<file path="config.mk">
export PLATFORM = sky130hd
export DESIGN_NAME = bb3_queue
export DESIGN_NICKNAME = d
export VERILOG_FILES = /design/src/hdl/bb3_pkg.sv /design/src/hdl/bb3_queue.sv
export SDC_FILE = /design/constraint.sdc
export NUM_CORES = 1
export LEC_CHECK = 0
export BUFFER_PORTS_ARGS = -buffer_cell sky130_fd_sc_hd__clkbuf_2
export CORE_ASPECT_RATIO = 1.5
export CORE_MARGIN = 1.5
export CORE_UTILIZATION = 30
export DETAILED_ROUTE_END_ITERATION = 7
export MAX_ROUTING_LAYER = met4
export PLACE_DENSITY = 0.46
export SKIP_CTS_REPAIR_TIMING = 1
export SLEW_MARGIN = 10
export SYNTH_ARGS = -nofsm -noshare
export SYNTH_HDL_FRONTEND = slang
export SYNTH_SLANG_ARGS = --single-unit
</file>
<file path="constraint.sdc">
create_clock -name i_clk -period 8 [get_ports i_clk]
set_input_delay 0.4 -clock i_clk [delete_from_list [all_inputs] [get_ports i_clk]]
set_output_delay 0.4 -clock i_clk [all_outputs]
set_load 0.005 [all_outputs]
</file>
<file path="src/hdl/bb3_pkg.sv">
package bb3_pkg;

    localparam int MAX_WIDTH_DEF = 1024;

    localparam int CFG_IDX_W  = 1;
    localparam int CFG_DATA_W = 16;
    localparam logic [CFG_IDX_W-1:0] CFG_GRID_WIDTH  = 1'b0;
    localparam logic [CFG_IDX_W-1:0] CFG_GRID_HEIGHT = 1'b1;
    localparam logic [10:0] GRID_WIDTH_RST  = 11'd1024;
    localparam logic [15:0] GRID_HEIGHT_RST = 16'd1024;

    localparam logic ACT_FLUSH = 1'b1;

    localparam int Q_DEPTH = 8;
    localparam int Q_AW    = $clog2(Q_DEPTH);

    localparam int COL_SUM_W   = 18;
    localparam int SUM_W       = 20;
    localparam int NUM_W       = 19;
    localparam int RECIP_W     = 24;
    localparam int RECIP_SHIFT = 23;

    typedef struct packed {
        logic               action;
        logic signed [15:0] sample;
    } t_in_word;

    typedef struct packed {
        logic signed [15:0] smoothed;
        logic [9:0]         out_col;
        logic [15:0]        out_row;
        logic               frame_last;
        logic               run_last;
    } t_out_word;

    typedef struct packed {
        logic signed [SUM_W-1:0] sum0;
        logic [3:0]              cnt0;
        logic                    has0;
        logic [9:0]              col0;
        logic signed [SUM_W-1:0] sum1;
        logic [3:0]              cnt1;
        logic                    has1;
        logic [9:0]              col1;
        logic [15:0]             row;
        logic                    flast1;
    } t_job;

    typedef struct packed {
        logic valid;
        t_job job;
    } t_push;

    typedef struct packed {
        logic valid;
        t_job job;
    } t_head;

    typedef struct packed {
        logic [Q_AW:0] free;
    } t_q_stat;

    // ceil(2^23 / d), exact for numerators below 2^19
    function automatic logic [RECIP_W-1:0] recip_of(input logic [3:0] d);
        logic [RECIP_W-1:0] r;
        case (d)
            4'd1: r = 24'd8388608;
            4'd2: r = 24'd4194304;
            4'd3: r = 24'd2796203;
            4'd4: r = 24'd2097152;
            4'd6: r = 24'd1398102;
            4'd9: r = 24'd932068;
            default: r = '0;
        endcase
        return r;
    endfunction

endpackage

</file>
<file path="src/hdl/bb3_queue.sv">
module bb3_queue (
    input  logic              i_clk,
    input  logic              i_rst_n,
    input  bb3_pkg::t_push    i_push,
    input  logic              i_pop,
    output bb3_pkg::t_head    o_head,
    output bb3_pkg::t_q_stat  o_stat
);
    import bb3_pkg::*;

    t_job            r_mem [Q_DEPTH];
    logic [Q_AW-1:0] r_wp;
    logic [Q_AW-1:0] r_rp;
    logic [Q_AW:0]   r_cnt;
    logic            pop;

    assign pop          = i_pop && (r_cnt != '0);
    assign o_head.valid = (r_cnt != '0);
    assign o_head.job   = r_mem[r_rp];
    assign o_stat.free  = (Q_AW+1)'(Q_DEPTH) - r_cnt;

    always_ff @(posedge i_clk) begin
        if (i_push.valid) begin
            r_mem[r_wp] <= i_push.job;
        end
    end

    always_ff @(posedge i_clk) begin
        if (!i_rst_n) begin
            r_wp  <= '0;
            r_rp  <= '0;
            r_cnt <= '0;
        end else begin
            if (i_push.valid) begin
                r_wp <= r_wp + 1'b1;
            end
            if (pop) begin
                r_rp <= r_rp + 1'b1;
            end
            case ({i_push.valid, pop})
                2'b10:   r_cnt <= r_cnt + 1'b1;
                2'b01:   r_cnt <= r_cnt - 1'b1;
                default: r_cnt <= r_cnt;
            endcase
        end
    end

endmodule

</file>
==> impl_metrics.ini, run 1 <==
[floorplanning]
core_area_sq_um = 88900
dieArea_sq_um = 91300
die_h_um = 369
ios = 183
start_util_pct = 30.2
fp.dieW_um = 247
rows = 134

[logic_synthesis]
synth_area_per_cell_sq_um = 24.7
synth_edf_count = 696
synth_commonest_cells = 696 x edfxtp_1, 174 x mux4_2, 87 x mux2_2, 18 x buf_6, 15 x buf_1
synth_area_leader_cell = edfxtp_1
syn_inst = 1085
synth_seq_area_share_pct = 78.9
syn-num-nets = 1182
synthTopCellsByArea = edfxtp_1 78%, mux4_2 15%, mux2_2 3.7%
synth_top_area_share_pct = 77.9
yosysMostFrequentCell = edfxtp_1
ys.flop_type = edfxtp_1
yosys_register_bits = 709
ys_warn_count = 0
synth_cell_types = 28
synthArstFlopShare_pct = 0
netlist_area_sq_um = 26800

[power_and_ir_drop]
clkPwrFrac_pct = 36.0
p_int_mw = 6.78
pwr-share-comb_pct = 16.3
p_switching_mw = 2.17
power.density_nw_per_um2 = 285
seqPwrFrac_pct = 47.8
swShare_pct = 24.2
ir_drop_mv = 0.267
leakage_nw = 9.81

[timing]
max_freq_mhz = 285
drv_slew = 0
slew_headroom_pct = 33.4
setup_ws_ps = 4490
fin_skew_ps = 19.1
holdWs_ps = 29.5
period_minus_slack_ps = 3510
final.setup.tns_ps = 0
hold_violations = 0
setup_violations = 0
grt_setup_unrepaired = false
tightest_slew_ps = 996
min_period_over_period_pct = 43.8

[min_path]
whs_path_depth = 1
hp-start = i_push[44]
worst_hold_path_type = in -> reg

[cts]
htreeDepth = 3
cts_buffer_depth = 3
numCtsBuffers = 72
clkTransAtPathRegs_ps = 60
cts_root_buf = clkbuf_16
clock_latency_ps = 650
cts_sinks = 709
cts_tree = yes

[place]
numPortBuffers = 182
dp_cells = 2395
post-place-ws_ps = 5020
hpwl_mm = 30.5
gp_congestion = 0.672

[global_routing]
grt_usage_pct = 13.5
grt_pass1_vias = 13200
grt_pass1_wl_mm = 86.3
gr-total-overflow = 0
antenna_found_initial = 4
grt_start_max_net_pins = 91

[route]
drtIter0Drc = 585
wl_per_cell_um = 23.2
viasPerCell = 4.63
vias = 11700
remaining_drc_errors = 0
drt_pass1_iterations = 4
routed_wl_mm = 58.7
detail-route-antenna-nets = 0

[final_layout]
finalNonFillerCells = 2531
nets = 1410
synthToLayoutAreaGrowth_pct = 16.9
drive_gt1_share_pct = 42.0
postLayoutCoreUtil_pct = 35.3

[run_status]
status = complete, no violations

[critical_path]
start_kind = register
cp_max_fo = 46
endpoint_kind = output port
r2r-start = r_cnt[0]
cp.arrival_ps = 3110
required_ps = 7600
ff2ff_path_depth = 12
crit_type = reg -> out

[flow_run]
maxCapViolations = 0
## area by class of cell
| cell class | instances | area, sq um |
|---|---|---|
| Clock buffer | 87 | 1860 |
| Multi-Input combinational cell | 321 | 5370 |
| Fill cell | 8258 | 57500 |
| Inverter | 4 | 15.0 |
| Clock inverter | 44 | 375 |
| Antenna cell | 5 | 12.5 |
| Timing Repair Buffer | 205 | 1110 |
| Tap cell | 1156 | 1450 |
| Sequential cell | 709 | 21200 |
## path summary, 6_finish.rpt
kind,endpoint,slack (ps)
max,o_head[11],4490
min,r_mem[0][44],30
max reg2reg,r_cnt[2],5290
min reg2reg,r_cnt[3],500
## power by group through the flow
stage | Combinational (mW) | Sequential [mW] | Clock, mW
after CTS | 1.52 | 4.28 | 3.33
after detailed placement | 1.51 | 4.36 | 0
after global placement | 1.51 | 4.35 | 0
after floorplan | 1.10 | 4.31 | 0
after global routing | 1.61 | 4.29 | 3.46
final | 1.45 | 4.27 | 3.22
## layer usage
layer | global-route usage, % | routed length [um] | up-vias
met2 | 22.5 | 29900 | 241
li1 | - | - | 5093
met4 | 4.13 | 1080 | 0
met5 | - | 0 | -
met3 | 3.45 | 3500 | 75
met1 | 16.1 | 24200 | 6320
## cell usage in the layout (no fill, tap or decap), drive strengths merged, types with 5 or more instances in the layout
cell type / instances
and2: 6
buf: 23
clkbuf: 269
clkinv: 31
dfxtp: 13
diode: 5
edfxtp: 696
ha: 6
inv: 9
mux2: 87
mux4: 174
nand2: 6
nor2: 6
nor2b: 5
xnor2: 5
## state kept, by name, summed over array words and instances (netlist names), named ones only
register  flops
r_rp          3
r_wp          3
r_cnt         4
r_mem       696
## worst max-delay path, stage by stage (launching register included)
cell and delay (ps):
dfxtp_4 830, buf_4 730, mux4_2 410, mux2_2 320
clkbuf_2 130
## logic make-up (layout without fill, tap and decap cells)
logic type | Yosys count | in the layout | share of synthesized area [%]
other | 0 | 5 | 0
DFF | 709 | 709 | 78.9
xor gates and xnor gates | 9 | 9 | 0.294
muxes | 264 | 264 | 18.4
adders and majority gates | 6 | 6 | 0.280
buffers and inverters | 55 | 340 | 1.31
and+or+nand+nor | 35 | 35 | 0.690
AOI/OAI and AO/OA | 7 | 7 | 0.168
## metrics by stage
| stage | total power [mW] | cell area [sq um] |
|---|---|---|
| detailed placement | 5.87 | 29100 |
| floorplan | 5.40 | 26800 |
| global placement | 5.86 | 29100 |
| CTS | 9.13 | 31300 |
| finish | 8.94 | 31400 |
| global route | 9.35 | 31400 |
No activity file was read; power rests on OpenSTA's default activity.
==> run 2: changes to the inputs <==
ABC_AREA = 1   (was not set)
clock period = 3.24 ns   (was 8 ns; I/O delays follow)
==> run 2 against run 1 <==
Sequential share of layout area decreased by 4.2 points; power increased to 2.7 times the previous value; count of clock-buffer cells in the layout increased by 2; critical path depth up 4; sequential power increased by 150%; design area is 6.6% higher; clock skew decreased by 0.84 ps; largest power group unchanged.
==> impl_metrics.ini, run 2 <==
[global_routing]
grt_pass1_vias = 16600
grt_usage_pct = 15.5
antenna_found_initial = 6
gr-total-overflow = 0
grt_start_max_net_pins = 93
grt_pass1_wl_mm = 106

[cts]
numCtsBuffers = 72
cts_root_buf = clkbuf_16
cts_sinks = 709
clock_latency_ps = 630
cts_buffer_depth = 3
cts_tree = yes
clkTransAtPathRegs_ps = 60
htreeDepth = 3

[timing]
final.setup.tns_ps = 0
period_minus_slack_ps = 2960
grt_setup_unrepaired = false
drv_slew = 0
max_freq_mhz = 338
min_period_over_period_pct = 91.4
fin_skew_ps = 18.3
setup_violations = 0
slew_headroom_pct = 29.6
tightest_slew_ps = 1060
hold_violations = 0
holdWs_ps = 358

[route]
routed_wl_mm = 71.5
remaining_drc_errors = 0
vias = 16900
drtIter0Drc = 941
detail-route-antenna-nets = 0
viasPerCell = 4.76
drt_pass1_iterations = 5
wl_per_cell_um = 20.1

[critical_path]
crit_type = reg -> out
required_ps = 3080
endpoint_kind = output port
path_buf_inv = 2
crit_path_top_delay_cell = dfxtp_4
start_kind = register
critical_path.top_delay_family = buffers and inverters
cp.arrival_ps = 2800
cpPeakStageDelay_ps = 700
cp_max_fo = 60
path_cells = buf_4 -> nor2_1 -> nor2_1 -> o21ai_0 -> o21ai_1 -> nand2_1 -> nand2_1 -> clkbuf_2

[power_and_ir_drop]
leakage_nw = 11.5
finalPower_mw = 24.2
p_switching_mw = 7.18
p_int_mw = 17.0
ir_drop_mv = 0.350
swShare_pct = 29.6
power.density_nw_per_um2 = 724
pwr-share-comb_pct = 22.7
clkPwrFrac_pct = 33.8
seqPwrFrac_pct = 43.5

[logic_synthesis]
yosys_register_bits = 709
synth_top_area_share_pct = 75.4
synth_seq_area_share_pct = 76.4
synth_cell_types = 23
synthTopCellsByArea = edfxtp_1 75%, nor2_1 4.9%, o21ai_0 4.7%
syn_inst = 2049
ys_warn_count = 0
netlist_area_sq_um = 27700
synth_area_leader_cell = edfxtp_1
yosysMostFrequentCell = edfxtp_1
ys.flop_type = edfxtp_1
syn-num-nets = 2146
synth_edf_count = 696
synth_commonest_cells = 696 x edfxtp_1, 360 x nor2_1, 278 x nand2_1, 260 x o21ai_0, 96 x o21ai_1
synthArstFlopShare_pct = 0
synth_area_per_cell_sq_um = 13.5

[final_layout]
nets = 2413
drive_gt1_share_pct = 14.5
largest_reg_flops = 696
final_cell_mix = 696 x edfxtp_1, 352 x nor2_1, 278 x nand2_1
synthToLayoutAreaGrowth_pct = 20.6
top_register = r_mem
mostFrequentLayoutCell = edfxtp_1
nFillCells = 8790
finalNonFillerCells = 3551
reg_top3 = r_mem: 696 flops, r_cnt: 4 flops

[min_path]
worst_hold_path_type = in -> reg

[flow_run]
maxCapViolations = 0

[floorplanning]
start_util_pct = 30.3
core_area_sq_um = 91500
die_h_um = 375
ios = 183
fp.dieW_um = 251
rows = 136
dieArea_sq_um = 94200

[place]
gp_congestion = 0.718
hpwl_mm = 38.4
numPortBuffers = 182
dp_cells = 3324

[run_status]
status = complete, no violations
run 2: changes by cell type after synthesis, moves of 6 or more:
cell,before,now
nor2_1,6,360
nand2_1,6,278
o21ai_0,1,260
mux4_2,174,0
o21ai_1,0,96
mux2_2,87,0
o22ai_1,0,87
mux2i_1,3,87
clkbuf_1,13,60
buf_2,4,27
inv_1,4,16
buf_4,1,11
a21oi_1,2,11
and2_1,6,0
run 2: power by group through the flow:
stage | clock (mW) | combinational (mW) | sequential [mW]
6_report | 8.19 | 5.50 | 10.5
5_1_grt | 8.76 | 6.20 | 10.5
4_1_cts | 8.45 | 5.55 | 10.5
3_5_place_dp | 0 | 5.52 | 10.7
3_3_place_gp | 0 | 5.44 | 10.7
2_1_floorplan | 0 | 3.64 | 10.6
run 2: through the flow:
stage / area, sq um / setup slack [ps] / utilization, %
floorplan: 27700 / -1400 / -
global placement: 30200 / 901 / 33.0
detailed placement: 30200 / 905 / 33.0
CTS: 32500 / 186 / 35.5
global route: 33400 / 34.8 / 36.5
finish: 33400 / 278 / 36.5
run 2: cell type report:
cell class	count	area (sq um)	share of cell area, %
multi-input cells	1196	5850	17.5
inverters	18	80.1	0.240
well taps	1173	1470	4.39
diodes	6	15.0	0.0449
clock buffers	89	1930	5.77
clock inverters	41	372	1.11
repair buffers	319	2530	7.57
flip-flops and latches	709	21200	63.4
run 2: kinds of logic after synthesis:
group                    share of synthesized area, %
XOR/XNOR                                        0.126
AND/OR/NAND/NOR                                  8.78
buffers and inverters                            2.71
multiplexers                                     3.14
AO/OA/AOI/OAI                                    8.59
flip-flops                                       76.4
adder cells (fa/ha/maj)                         0.271
run 2: layer usage:
| metal | track usage (%) | vias to the layer above | wire (um) |
|---|---|---|---|
| li1 | - | 7994 | - |
| met4 | 5.24 | 0 | 1550 |
| met3 | 3.20 | 85 | 3190 |
| met5 | - | - | 0 |
| met1 | 18.7 | 8466 | 31100 |
| met2 | 25.8 | 344 | 35700 |
run 2: path summary, 6_finish.rpt:
path	startpoint	to	slack [ps]	depth (start not counted)
worst max-delay path	register	o_head[14]	280	8
worst min-delay path	i_push[19]	r_mem[3][19]	360	2
worst max register to register	r_cnt[0]	r_cnt[2]	940	14
worst min register to register	r_rp[2]	register	460	2
==> run 3: changes to the inputs <==
CORE_UTILIZATION = 45   (was 30)
PLACE_DENSITY = 0.63   (was 0.46)
==> run 3 against run 2 <==
Maximum frequency about the same; highest routed layer unchanged; sequential share of layout area increased by 1.5 points; hold slack got worse by 7.5 ps; clock skew decreased by 6.1 ps; cell count decreased by 11%; largest power group unchanged; first-iteration DRC count increased by 21%; combinational power decreased by 2%; design area decreased by 2.4%.
==> impl_metrics.ini, run 3 (synthesis gave the netlist of run 2 again) <==
[run_status]
status = complete, no violations

[final_layout]
nets = 2407
largest_reg_flops = 696
mostFrequentLayoutCell = edfxtp_1
reg_top3 = r_mem: 696 flops, r_cnt: 4 flops
drive_gt1_share_pct = 13.9
final_cell_mix = 696 x edfxtp_1, 352 x nor2_1, 278 x nand2_1
synthToLayoutAreaGrowth_pct = 17.8
top_register = r_mem
nFillCells = 5016
postLayoutCoreUtil_pct = 53.5
design_area_sq_um = 32600

[timing]
slew_headroom_pct = 30.1
min_period_over_period_pct = 91.5
max_freq_mhz = 337
hold_violations = 0
period_minus_slack_ps = 2970
fin_skew_ps = 12.2
tightest_slew_ps = 1050
drv_slew = 0
setup_violations = 0
holdWs_ps = 350
grt_setup_unrepaired = false
final.setup.tns_ps = 0

[route]
wl_met1_mm = 26.7
drt_pass1_iterations = 4
routed_wl_mm = 63.5
detail-route-antenna-nets = 0
top_layer_used = met4
route.met3.wl_mm = 3.08
drtIter0Drc = 1135
remaining_drc_errors = 0
wl_met2_mm = 32.3
viasPerCell = 5.38
wl_per_cell_um = 20.1
vias = 17000

[power_and_ir_drop]
power.density_nw_per_um2 = 711
leakage_nw = 11.3
ir_drop_mv = 0.445

[critical_path]
crit_path_end = o_head[71]
r2r-start = r_cnt[0]
crit_type = reg -> out
ff2ff_path_depth = 14
worst-path-stages = 7
cp_max_fo = 116
crit_path_frequent_cell = nand2_1
r2r_slack_ps = 970
path_cells = clkinv_8 -> buf_12 -> o21ai_0 -> o21ai_1 -> nand2_1 -> nand2_1 -> clkbuf_2
cp.arrival_ps = 2800
critical_path.top_delay_family = buffers and inverters
required_ps = 3080
path_buf_inv = 3
crit_path_top_delay_cell = dfxtp_4
cpPeakStageDelay_ps = 550
endpoint_kind = output port
crit-reg2reg-capture = r_cnt[2]
start_kind = register

[floorplanning]
core_area_sq_um = 61000
fp.dieW_um = 206
die_h_um = 307
dieArea_sq_um = 63100
start_util_pct = 45.4
rows = 111
ios = 183

[place]
gp_congestion = 0.754
numPortBuffers = 182
hpwl_mm = 34.0
placed_area_sq_um = 29700

[cts]
clkTransAtPathRegs_ps = 60
htreeDepth = 2
clock_latency_ps = 630
cts_tree = yes
numCtsBuffers = 61
cts_sinks = 709
cts_buffer_depth = 3
cts_root_buf = clkbuf_16

[global_routing]
antenna_found_initial = 3
gr-total-overflow = 0
grt_start_max_net_pins = 149
grt_pass1_wl_mm = 96.4
grt_usage_pct = 20.7
grt_pass1_vias = 16800

[min_path]
worst_hold_path_type = in -> reg

[flow_run]
maxCapViolations = 0
==> run 3: cell types whose count changed in the layout (fill, tap and decap cells not counted), moves of 2 or more <==
cell / change
inv_6: -5
clkbuf_1: +9
clkinv_2: -2
diode_2: -3
buf_12: -2
clkinv_1: -8
clkbuf_16: -12
buf_4: +7
==> run 3: worst min path at each step <==
stage,from,to,slack (ps),depth (start not counted)
after global routing,i_push[77],r_mem[6][77],340,2
after floorplan,i_push[0],r_mem[0][0],260,0
after global placement,i_push[57],r_mem[6][57],430,1
final,i_push[65],r_mem[3][65],350,2
after CTS,i_push[59],r_mem[4][59],-240,1
after detailed placement,i_push[57],r_mem[5][57],440,1
==> run 3: cell type report <==
class	instances	area, sq um	share of cell area, %
Antenna cell	3	7.51	0.0230
Clock buffer	87	1680	5.14
Clock inverter	25	305	0.936
Inverter	18	81.3	0.249
Multi-Input combinational cell	1196	5850	17.9
Sequential cell	709	21200	64.9
Tap cell	791	990	3.03
Timing Repair Buffer	324	2540	7.79
==> run 3: routing by layer <==
metal	up-vias	GRT usage, %
met5	-	-
li1	7961	-
met2	415	34.3
met4	0	7.35
met3	103	3.40
met1	8471	25.7
==> run 3: through the flow <==
step                      power, mW  cells  worst slack (ps)
after global placement         15.9   2947               993
after floorplan                14.2   2049             -1400
after global routing           24.3   3153               128
after CTS                      23.3   3059               289
after detailed placement       16.1   2947               984
final                          23.2   3153               275
==> run 3: worst reg2reg max path, cell delays in order (launching register included) <==
cell and delay [ps]:
dfxtp_1 380, inv_1 100, ha_1 230, nand3_1 100, nand2_1 80, inv_1 180
ha_1 250, nand2_1 80, inv_1 70, nor2_1 50, ha_1 170, a21oi_1 160
xnor2_1 90, o21ai_0 150, inv_1 60
==> run 3: where the power goes <==
group / internal (mW) / leakage [nW] / switching (mW)
Clock: 4.14 / 0.949 / 3.15
Combinational: 1.97 / 3.92 / 3.44
Sequential: 10.3 / 6.43 / 0.164
