[src/hdl/bb3_pkg.sv]
package bb3_pkg;

    localparam int MAX_WIDTH_DEF = 1024;

    localparam int CFG_IDX_W  = 1;
    localparam int CFG_DATA_W = 16;
    localparam logic [CFG_IDX_W-1:0] CFG_GRID_WIDTH  = 1'b0;
    localparam logic [CFG_IDX_W-1:0] CFG_GRID_HEIGHT = 1'b1;
    localparam logic [10:0] GRID_WIDTH_RST  = 11'd1024;
    localparam logic [15:0] GRID_HEIGHT_RST = 16'd1024;

    localparam logic ACT_FLUSH = 1'b1;

    localparam int Q_DEPTH = 8;
    localparam int Q_AW    = $clog2(Q_DEPTH);

    localparam int COL_SUM_W   = 18;
    localparam int SUM_W       = 20;
    localparam int NUM_W       = 19;
    localparam int RECIP_W     = 24;
    localparam int RECIP_SHIFT = 23;

    typedef struct packed {
        logic               action;
        logic signed [15:0] sample;
    } t_in_word;

    typedef struct packed {
        logic signed [15:0] smoothed;
        logic [9:0]         out_col;
        logic [15:0]        out_row;
        logic               frame_last;
        logic               run_last;
    } t_out_word;

    typedef struct packed {
        logic signed [SUM_W-1:0] sum0;
        logic [3:0]              cnt0;
        logic                    has0;
        logic [9:0]              col0;
        logic signed [SUM_W-1:0] sum1;
        logic [3:0]              cnt1;
        logic                    has1;
        logic [9:0]              col1;
        logic [15:0]             row;
        logic                    flast1;
    } t_job;

    typedef struct packed {
        logic valid;
        t_job job;
    } t_push;

    typedef struct packed {
        logic valid;
        t_job job;
    } t_head;

    typedef struct packed {
        logic [Q_AW:0] free;
    } t_q_stat;

    // ceil(2^23 / d), exact for numerators below 2^19
    function automatic logic [RECIP_W-1:0] recip_of(input logic [3:0] d);
        logic [RECIP_W-1:0] r;
        case (d)
            4'd1: r = 24'd8388608;
            4'd2: r = 24'd4194304;
            4'd3: r = 24'd2796203;
            4'd4: r = 24'd2097152;
            4'd6: r = 24'd1398102;
            4'd9: r = 24'd932068;
            default: r = '0;
        endcase
        return r;
    endfunction

endpackage

[src/hdl/bb3_back.sv]
module bb3_back (
    input  logic               i_clk,
    input  logic               i_rst_n,
    input  bb3_pkg::t_head     i_head,
    output logic               o_pop,
    output logic               o_out_valid,
    input  logic               i_out_stall,
    output bb3_pkg::t_out_word o_out_word
);
    import bb3_pkg::*;

    localparam int PROD_W = NUM_W + RECIP_W;
    localparam int QUO_W  = 17;

    typedef struct packed {
        logic [9:0]  col;
        logic [15:0] row;
        logic        flast;
        logic        rlast;
    } t_meta;

    logic en;
    logic sel2;
    logic r_half;

    logic signed [SUM_W-1:0] sum;
    logic [3:0]              cnt;
    logic                    neg;
    logic [SUM_W-1:0]        mag;
    logic [NUM_W-1:0]        num;
    t_meta                   meta;

    logic               r_v1;
    logic               r_b1_neg;
    logic [NUM_W-1:0]   r_b1_num;
    logic [RECIP_W-1:0] r_b1_recip;
    t_meta              r_b1_meta;

    logic               r_v2;
    logic               r_b2_neg;
    logic [PROD_W-1:0]  r_b2_prod;
    t_meta              r_b2_meta;

    logic [QUO_W-1:0]   quo;
    logic [QUO_W-1:0]   val;

    logic               r_ov;
    t_out_word          r_out;

    assign en   = !r_ov || !i_out_stall;
    assign sel2 = r_half || !i_head.job.has0;

    always_comb begin
        if (sel2) begin
            sum       = i_head.job.sum1;
            cnt       = i_head.job.cnt1;
            meta.col  = i_head.job.col1;
        end else begin
            sum       = i_head.job.sum0;
            cnt       = i_head.job.cnt0;
            meta.col  = i_head.job.col0;
        end
        meta.row   = i_head.job.row;
        meta.flast = sel2 && i_head.job.flast1;
        meta.rlast = sel2 || !i_head.job.has1;
        neg        = sum[SUM_W-1];
        mag        = neg ? (SUM_W'(0) - sum) : sum;
        // round half away from zero on the magnitude
        num        = NUM_W'(mag) + NUM_W'(cnt >> 1);
    end

    assign o_pop = i_head.valid && en && (sel2 || !i_head.job.has1);

    always_ff @(posedge i_clk) begin
        if (!i_rst_n) begin
            r_half <= 1'b0;
            r_v1   <= 1'b0;
            r_v2   <= 1'b0;
            r_ov   <= 1'b0;
        end else if (en) begin
            if (i_head.valid) begin
                r_half <= !o_pop;
            end
            r_v1 <= i_head.valid;
            r_v2 <= r_v1;
            r_ov <= r_v2;
        end
    end

    // reciprocal multiply
    always_ff @(posedge i_clk) begin
        if (en) begin
            r_b1_neg   <= neg;
            r_b1_num   <= num;
            r_b1_recip <= recip_of(cnt);
            r_b1_meta  <= meta;
            r_b2_neg   <= r_b1_neg;
            r_b2_prod  <= PROD_W'(r_b1_num) * PROD_W'(r_b1_recip);
            r_b2_meta  <= r_b1_meta;
        end
    end

    assign quo = r_b2_prod[RECIP_SHIFT +: QUO_W];
    assign val = r_b2_neg ? (QUO_W'(0) - quo) : quo;

    always_ff @(posedge i_clk) begin
        if (en) begin
            r_out.smoothed   <= val[15:0];
            r_out.out_col    <= r_b2_meta.col;
            r_out.out_row    <= r_b2_meta.row;
            r_out.frame_last <= r_b2_meta.flast;
            r_out.run_last   <= r_b2_meta.rlast;
        end
    end

    assign o_out_valid = r_ov;
    assign o_out_word  = r_out;

endmodule

[config.mk]
export PLATFORM = sky130hd
export DESIGN_NAME = bb3_back
export DESIGN_NICKNAME = d
export VERILOG_FILES = /design/src/hdl/bb3_pkg.sv /design/src/hdl/bb3_back.sv
export SDC_FILE = /design/constraint.sdc
export NUM_CORES = 1
export LEC_CHECK = 0
export BUFFER_PORTS_ARGS = -buffer_cell sky130_fd_sc_hd__buf_2
export CORE_UTILIZATION = 62
export CTS_CLUSTER_DIAMETER = 40
export DETAILED_ROUTE_END_ITERATION = 10
export HOLD_SLACK_MARGIN = 0.08
export PLACE_DENSITY = 0.82
export SLEW_MARGIN = 10
export SYNTH_ARGS = -nofsm -noshare
export SYNTH_HDL_FRONTEND = slang
export SYNTH_SLANG_ARGS = --single-unit
[constraint.sdc]
create_clock -name i_clk -period 9.1 [get_ports i_clk]
set_clock_uncertainty 0.05 [all_clocks]
set_input_delay 1.82 -clock i_clk [delete_from_list [all_inputs] [get_ports i_clk]]
set_output_delay 1.82 -clock i_clk [all_outputs]
set_load 0.05 [all_outputs]
==> impl_metrics.yaml, run 1 <==
floorplan:
  rows: 59
  die_area_mm2: 0.02708
  io_pins: 137
  core_area_mm2: 0.02598
  die_y_um: 164.6
  start_util: 0.6305
  fp.dieW_um: 164.6
setup_path:
  worstSetupPathType: "reg -> reg"
  critPathMaxFanout: 21
  crit_family: "adder cells"
  cp-end-kind: "flop"
  cp.required_ps: 9230
  cp_num_buf_inv: 3
  worstPathCellList: "nand2_1 > fa_1 > fa_1 > fa_1 > inv_1 > fa_1 > inv_1 > fa_1 > inv_1 > fa_1 > ha_1 > a211oi_1 > nand2_1 > a2111oi_0 > nor4b_1 > o32ai_1 > o21bai_1 > o31ai_1 > xnor2_1"
  start_kind: "flop"
  cp_common_cell: "fa_1"
  critPathSlowestCell: "edfxtp_1"
  crit_arrival_ps: 7730
  cpPeakStageDelay_ps: 920
timing:
  tightest_slew_ps: 1096
  maxSlewHeadroom: 0.2692
  hold_ws_ps: 361.6
  report.final.setup_viol: 0
  fin_crit_ps: 7596
  finalCritPeriodShare: 0.8347
  drv_slew: 0
  tns_ps: 0
  grt_setup_unrepaired: "no"
  hold_violations: 0
  fmax_mhz: 131.7
synthesis:
  syn_area_per_cell_um2: 10.53
  async_flop_share: 0
  syn_nets: 2033
  synth_cell_type_count: 66
  ys_ff_latch: 149
  synth_cells: 1556
  yosys_warnings: 0
  syn-cell-area_mm2: 0.01638
  netlist.area_leader.share: 0.3348
  synth-edff-count: 145
  synth-seq-area-share: 0.2707
  synthTopCellsByArea: "fa_1 33%, edfxtp_1 27%, inv_1 9.8%, ha_1 8.6%, nand2_1 4.2%"
  yosysTopAreaCell: "fa_1"
  synth_top_flop_cell: "edfxtp_1"
hold_path:
  min_path_type: "reg -> reg"
clock_network:
  cts_resized: 0
  cts_root_buf: "clkbuf_16"
  post_cts_buffers: 0
  cts_tree: "yes"
  cts.sinks: 149
  htreeDepth: 4
  cts_buffers: 17
  holdBufCountCts: 0
  clockBufferDepth: 2
  worstSkewPairLatency_ps: 440
  clk_pin_slew_ps: 70
final_layout:
  fin_area_mm2: 0.01800
  antennaDiodeCount: 0
  drive_gt1_frac: 0.1094
  mostFrequentLayoutCell: "inv_1"
  final_cell_mix: "428 x inv_1, 274 x fa_1, 184 x nand2_1, 145 x edfxtp_1, 136 x buf_2"
  area_delta_synth_final_pct: 9.859
  final_nets: 2164
  finalNonFillerCells: 2035
power_and_ir_drop:
  leakage_nw: 9.109
  totalPowerFinal_w: 0.004653
  peakVddDrop_v: 0.0002375
  p_per_area_mw_per_mm2: 258.5
global_route:
  antenna_found_initial: 0
  grt_usage: 0.2821
  grt-ovfl-total: 0
  grt_pass1_wl_mm: 57.37
  grt_pass1_vias: 11491
  grt_max_degree: 84
route:
  vias: 11060
  drtIter0Drc: 779
  drc: 0
  drtAntennaViolNets: 0
  wl_mm: 36.14
  via_per_inst: 5.435
  avgRoutedWirePerCell_um: 17.76
  drt_pass1_iterations: 6
place:
  dp_hpwl_mm: 30.23
  place.gp.congestion: 1.007
  port_buffers: 136
  dp_cells: 2003
  dpl_cell_area_mm2: 0.01741
run:
  drv_cap: 0
run_status:
  status: "completed"
-- logic make-up (layout without fill, tap and decap cells) --
family | Yosys count | after routing | synth area share
buf+inv | 456 | 600 | 0.1052
fa+ha+maj | 386 | 386 | 0.4203
simple gates | 349 | 349 | 0.1003
flops | 149 | 149 | 0.2707
compound gates | 116 | 116 | 0.04697
xor+xnor | 76 | 76 | 0.04063
mux | 24 | 24 | 0.01588
-- worst paths after layout --
kind / from / endpoint / slack [ps] / cells past startpoint
worst max-delay path: r_b1_recip[15]$_DFFE_PN_ / r_b2_prod[33]$_DFFE_PN_ / 1500 / 19
worst min-delay path: r_b1_meta[12]$_DFFE_PN_ / r_b2_meta[12]$_DFFE_PN_ / 360 / 0
worst max register to register: r_b1_recip[15]$_DFFE_PN_ / r_b2_prod[33]$_DFFE_PN_ / 1500 / 19
worst min register to register: r_b1_meta[12]$_DFFE_PN_ / r_b2_meta[12]$_DFFE_PN_ / 360 / 0
-- area by class of cell --
type,count,area (um2)
Clock buffer,18,429.2
Fill cell,1937,7986
Multi-Input combinational cell,951,10240
Timing Repair Buffer,139,703.2
Sequential cell,149,4434
Clock inverter,14,162.7
Tap cell,335,419.2
Inverter,429,1610
-- where the power goes --
| part | switching [W] | internal, W | leakage, nW |
|---|---|---|---|
| Combinational | 0.00175 | 0.00111 | 7.24 |
| Sequential | 0.000119 | 0.000970 | 1.58 |
| Clock | 0.000316 | 0.000391 | 0.288 |
-- worst register-to-register path, cell delays in order, from the launching register on --
cell and delay, ps:
edfxtp_1 920, nand2_1 300, fa_1 630, fa_1 450
fa_1 520, inv_1 70, fa_1 480, inv_1 50
fa_1 530, inv_1 50, fa_1 430, ha_1 340
a211oi_1 220, nand2_1 100, a2111oi_0 890, nor4b_1 220
o32ai_1 530, o21bai_1 190, o31ai_1 280, xnor2_1 90
-- routing by layer --
metal / up-vias / GRT usage / wire (um)
li1: 5065 / - / -
met1: 5484 / 0.3680 / 14630
met2: 450 / 0.4778 / 17900
met3: 61 / 0.05851 / 2840
met4: 0 / 0.07965 / 775
met5: - / 0 / 0
-- Yosys cell counts, types with 10 or more instances --
cell type,instances
fa_1,274
a21oi_1,28
o21ai_0,21
and2_1,47
a21o_1,10
nor2_1,40
ha_1,112
nand2_1,185
nor3_1,15
inv_1,428
xor2_1,27
xnor2_1,49
nand3_1,11
mux2i_1,20
edfxtp_1,145
clkbuf_1,20
-- sequential cells by signal, indices dropped and copies added (netlist names) --
name / count
o_out_word: 44
r_b1_meta: 28
r_b2_meta: 28
r_b1_num: 19
r_b2_prod: 16
r_b1_recip: 8
o_out_valid: 1
r_b1_neg: 1
r_b2_neg: 1
r_half: 1
r_v1: 1
r_v2: 1
-- metrics by stage --
| step | util | setup slack, ps |
|---|---|---|
| global placement | 0.6699 | 1780 |
| finish | 0.6927 | 1504 |
| global route | 0.6927 | 1064 |
| detailed placement | 0.6699 | 1549 |
| floorplan | - | 964.5 |
| CTS | 0.6927 | 1525 |
(Power assumes the default switching activity.)
==> run 2, diff against run 1 <==
Settings changed: CORE_UTILIZATION 62 to 56, PLACE_DENSITY 0.82 to 0.78.
Clock period 9.1 ns to 6.23 ns, I/O delays scaled along.
==> impl_metrics.yaml, run 2 (synthesis gave the netlist of run 1 again) <==
setup_path:
  worstSetupPathType: "reg -> reg"
  critPathSlowestCell: "fa_1"
  start_kind: "flop"
  critPathMaxFanout: 19
  cp-end-kind: "flop"
  reg2reg_depth: 22
  crit_arrival_ps: 6410
  cp.required_ps: 6350
  cp_common_cell: "fa_1"
  worstPathCellList: "buf_12 > nand2_1 > fa_1 > inv_1 > fa_1 > inv_1 > fa_1 > inv_1 > fa_1 > fa_1 > inv_1 > fa_1 > inv_1 > ha_1 > a22oi_1 > o211ai_1 > o21ai_1 > a21oi_2 > a41o_1 > a2111o_1 > a21oi_2 > xnor2_1"
  cpPeakStageDelay_ps: 560
global_route:
  grt_pass1_vias: 12092
  grt_max_degree: 76
  grt_pass1_wl_mm: 60.46
  grt-ovfl-total: 0
  grt_usage: 0.2613
  antenna_found_initial: 0
route:
  drc: 0
  via_per_inst: 5.138
  wl_mm: 37.66
  drtIter0Drc: 674
  avgRoutedWirePerCell_um: 16.90
  vias: 11452
  drtAntennaViolNets: 0
  drt_pass1_iterations: 6
timing:
  hold_ws_ps: 360.4
  fin_crit_ps: 6293
  grt_setup_unrepaired: "yes"
  report.final.setup_viol: 2
  drv_slew: 0
  finalCritPeriodShare: 1.010
  worst_slack_ps: -63.38
  fmax_mhz: 158.9
  maxSlewHeadroom: 0.3996
  hold_violations: 0
  tightest_slew_ps: 900.5
clock_network:
  htreeDepth: 4
  cts_buffers: 17
  clk_pin_slew_ps: 70
  worstSkewPairLatency_ps: 430
  cts.sinks: 149
  cts_root_buf: "clkbuf_16"
  cts_tree: "yes"
  clockBufferDepth: 2
final_layout:
  drive_gt1_frac: 0.2190
  finalNonFillerCells: 2229
  fillCellCount: 2154
  area_delta_synth_final_pct: 19.22
  mostFrequentLayoutCell: "inv_1"
  fin_area_mm2: 0.01953
  final_cell_mix: "420 x inv_1, 255 x fa_1, 168 x nand2_1, 145 x edfxtp_1, 139 x buf_4"
  largest_register_ffs: 44
  antennaDiodeCount: 0
  final_nets: 2309
power_and_ir_drop:
  peakVddDrop_v: 0.0002721
  totalPowerFinal_w: 0.007625
  leakage_nw: 9.842
  p_per_area_mw_per_mm2: 390.4
hold_path:
  hold_path_depth: 0
  min_path_type: "reg -> reg"
place:
  port_buffers: 136
  place_ws_ps: -353.0
  dp_hpwl_mm: 31.99
  dpl_cell_area_mm2: 0.01845
  place.gp.congestion: 0.9579
  dp_cells: 2177
floorplan:
  die_y_um: 173.0
  io_pins: 137
  fp.dieW_um: 173.0
  start_util: 0.5693
  die_area_mm2: 0.02994
  core_area_mm2: 0.02878
  rows: 62
run_status:
  status: "complete, but fails checks"
  violations: "setup timing"
run:
  drv_cap: 0
[run 2: cell types whose count changed in the layout (fill, tap and decap cells not counted), moves of 5 or more]
cell / delta
buf_4: +136
fa_1: -19
fa_2: +19
nand2_1: -16
nand2_2: +13
inv_1: -8
inv_2: +8
a21oi_1: -7
a21oi_2: +7
o21ai_0: -6
buf_6: +5
o21ai_1: +5
[run 2: cell type report]
type | count | area [um2] | area share
sequential | 149 | 4434 | 0.2270
clock inverter | 14 | 140.1 | 0.007174
clock buffer | 18 | 429.2 | 0.02197
inverter | 429 | 1610 | 0.08244
multi-input combinational | 951 | 10580 | 0.5415
tap | 384 | 480.5 | 0.02460
timing repair buffer | 284 | 1861 | 0.09525
[run 2: final timing paths]
path / start / end / slack, ps
worst min-delay path: r_b2_meta[20]$_DFFE_PN_ / o_out_word[20]$_DFFE_PN_ / 360
worst max register to register: r_b1_recip[19]$_DFFE_PN_ / r_b2_prod[37]$_DFFE_PN_ / -60
worst min register to register: r_b2_meta[20]$_DFFE_PN_ / o_out_word[20]$_DFFE_PN_ / 360
worst max-delay path: r_b1_recip[19]$_DFFE_PN_ / r_b2_prod[37]$_DFFE_PN_ / -60
[run 2: timing repair]
item	4_1_cts	5_1_grt
hold buffers	0	0
pin swaps	30	29
buffers inserted	10	10
gates resized for setup	42	54
setup endpoints to repair	12	13
[run 2: power breakdown]
group,internal [W],switching (W)
registers,0.00142,0.000129
logic,0.00217,0.00292
clock network,0.000532,0.000458
total,0.00412,0.00350
[run 2: worst max-delay path: cells and delay by family (launching register included)]
family / cells / cell delay [ps]
adder cells (fa/ha/maj): 7 / 3320
AO/OA/AOI/OAI: 7 / 1550
buffers and inverters: 6 / 540
flip-flops: 1 / 380
AND/OR/NAND/NOR: 1 / 120
XOR/XNOR: 1 / 80
[run 2: per-stage QoR]
| stage | setup TNS [ps] | utilization |
|---|---|---|
| final | -126.1 | 0.6787 |
| after global routing | -1755 | 0.6787 |
| after CTS | -158.0 | 0.6686 |
| after detailed placement | -1715 | 0.6412 |
| after global placement | -1309 | 0.6412 |
| after floorplan | 0 | - |
[run 2: routing by layer]
metal,GRT usage,share of wire,up-vias,wire length [um]
met3,0.04815,0.055,54,2084
li1,-,-,5341,-
met2,0.4509,0.50,356,18830
met5,0,0,-,0
met4,0.06379,0.021,0,788
met1,0.3423,0.42,5701,15950
==> run 3, diff against run 2 <==
Settings changed: CORE_ASPECT_RATIO set to 0.6.
==> impl_metrics.yaml, run 3 (synthesis gave the netlist of run 1 again) <==
floorplan:
  die_area_mm2: 0.02997
  die_y_um: 134.5
  core_area_mm2: 0.02877
  start_util: 0.5695
  fp.dieW_um: 222.8
  io_pins: 137
  rows: 48
clock_network:
  cts.sinks: 149
  holdBufCountCts: 0
  cts_tree: "yes"
  cts_buffers: 17
  cts_root_buf: "clkbuf_16"
  clk_pin_slew_ps: 60
  clockBufferDepth: 2
  worstSkewPairLatency_ps: 440
  htreeDepth: 4
route:
  via_per_inst: 5.221
  drtIter0Drc: 749
  drtAntennaViolNets: 0
  wl_mm: 42.85
  drt_pass1_iterations: 7
  avgRoutedWirePerCell_um: 19.02
  vias: 11764
  drc: 0
timing:
  finalCritPeriodShare: 1.008
  tns_ps: -74.61
  grt_setup_unrepaired: "yes"
  worst_slack_ps: -47.90
  fmax_mhz: 159.3
  fin_crit_ps: 6278
  maxSlewHeadroom: 0.2230
  report.final.setup_viol: 3
  tightest_slew_ps: 1165
  hold_violations: 0
  drv_slew: 0
setup_path:
  critPathSlowestCell: "fa_1"
  start_kind: "flop"
  cp.required_ps: 6370
  cpPeakStageDelay_ps: 560
  cp-end-kind: "flop"
  worstPathCellList: "buf_4 > nand2_4 > inv_2 > fa_2 > inv_2 > fa_1 > inv_2 > fa_1 > fa_1 > fa_1 > inv_2 > fa_1 > inv_2 > ha_4 > buf_4 > a21oi_2 > o21ai_1 > a221oi_2 > nor3_2 > o32ai_4 > o21bai_1 > o31ai_1 > xnor2_1"
  crit_arrival_ps: 6410
  critPathMaxFanout: 6
  worstSetupPathType: "reg -> reg"
run:
  drv_cap: 0
final_layout:
  fin_area_mm2: 0.02003
  seqCellArea_mm2: 0.004434
  final_nets: 2342
  drive_gt1_frac: 0.2609
  mostFrequentLayoutCell: "inv_1"
  final_cell_mix: "403 x inv_1, 251 x fa_1, 169 x buf_4, 160 x nand2_1, 145 x edfxtp_1"
  area_delta_synth_final_pct: 22.23
  multi_input_area_mm2: 0.01082
  largest_register_ffs: 44
  final_util: 0.6961
  fillCellCount: 2122
  antennaDiodeCount: 0
  finalNonFillerCells: 2253
power_and_ir_drop:
  p_per_area_mw_per_mm2: 411.0
  power_frac_clock: 0.117
  p_comb_frac: 0.694
  power.net_switching_w: 0.003772
  leakage_nw: 9.987
  peakVddDrop_v: 0.0004261
  p_sw_frac: 0.4583
  seq_power_share: 0.189
  totalPowerFinal_w: 0.008230
  p_int_w: 0.004458
global_route:
  grt_max_degree: 83
  met2_usage: 0.4226
  grt_pass1_vias: 12201
  grt_use_met3: 0.1125
  grt_pass1_wl_mm: 66.02
  grt-ovfl-total: 0
  grtUsageMet1: 0.4310
  antenna_found_initial: 2
  busiest_layer: "met1"
  grt_usage: 0.2944
place:
  place.gp.congestion: 0.9854
  port_buffers: 136
  dpl_cell_area_mm2: 0.01857
  dp_cells: 2183
  dp_hpwl_mm: 36.03
hold_path:
  min_path_type: "reg -> reg"
run_status:
  violations: "setup timing"
  status: "complete, but fails checks"
## run 3: cell count changes in the layout (fill, tap and decap cells not counted), moves of 6 or more
cell | previous run | this run
buf_4 | 139 | 169
inv_1 | 420 | 403
inv_2 | 9 | 26
ha_1 | 108 | 95
ha_4 | 4 | 16
nand2_1 | 168 | 160
nand2_2 | 13 | 19
## run 3: path summary, 6_finish.rpt
| check | startpoint | end | slack (ps) | cells after the start |
|---|---|---|---|---|
| setup / recovery | r_b1_num[3]$_DFFE_PN_ | r_b2_prod[33]$_DFFE_PN_ | -50 | 23 |
| hold / removal | r_b1_meta[13]$_DFFE_PN_ | r_b2_meta[13]$_DFFE_PN_ | 370 | 0 |
| setup reg to reg | r_b1_num[3]$_DFFE_PN_ | r_b2_prod[33]$_DFFE_PN_ | -50 | 23 |
| hold reg to reg | r_b1_meta[13]$_DFFE_PN_ | r_b2_meta[13]$_DFFE_PN_ | 370 | 0 |
## run 3: what timing repair did
item | in CTS | in global routing
buffers inserted | 26 | 12
setup endpoints to repair | 10 | 12
pin swaps | 79 | 38
gates cloned | 1 | 0
gates resized for setup | 118 | 38
## run 3: power groups by stage
stage	Combinational [W]	Clock (W)	Sequential [W]
after floorplan	0.00290	0	0.00179
after CTS	0.00539	0.000971	0.00155
after detailed placement	0.00470	0	0.00157
after global placement	0.00454	0	0.00156
after global routing	0.00630	0.00101	0.00158
final	0.00571	0.000960	0.00156
## run 3: layout make-up
class                   instances  area share
clock buffers                  17     0.02124
clock inverters                15    0.005936
inverters                     429     0.08041
multi-input cells             951      0.5405
flip-flops and latches        149      0.2214
well taps                     375     0.02343
repair buffers                317      0.1071
## run 3: worst max-delay path: cells and delay by family (launching register included)
family | cells | cell delay [ps]
adders and majority gates | 7 | 3350
DFF | 1 | 550
AOI/OAI and AO/OA | 6 | 1210
xor gates and xnor gates | 1 | 110
buffers and inverters | 7 | 610
and+or+nand+nor | 2 | 150
## run 3: metrics by stage
stage,worst slack [ps],hold WS (ps)
after global routing,-253.3,372.6
after global placement,-375.6,350.9
after floorplan,9.831,350.3
final,-47.90,369.2
after detailed placement,-447.7,354.5
after CTS,-2.717,370.3
## run 3: routing by layer
layer | vias up | share of wire
met3 | 45 | 0.11
met1 | 5846 | 0.46
met4 | 2 | 0.0090
met5 | - | 0.00030
met2 | 450 | 0.42
li1 | 5421 | -
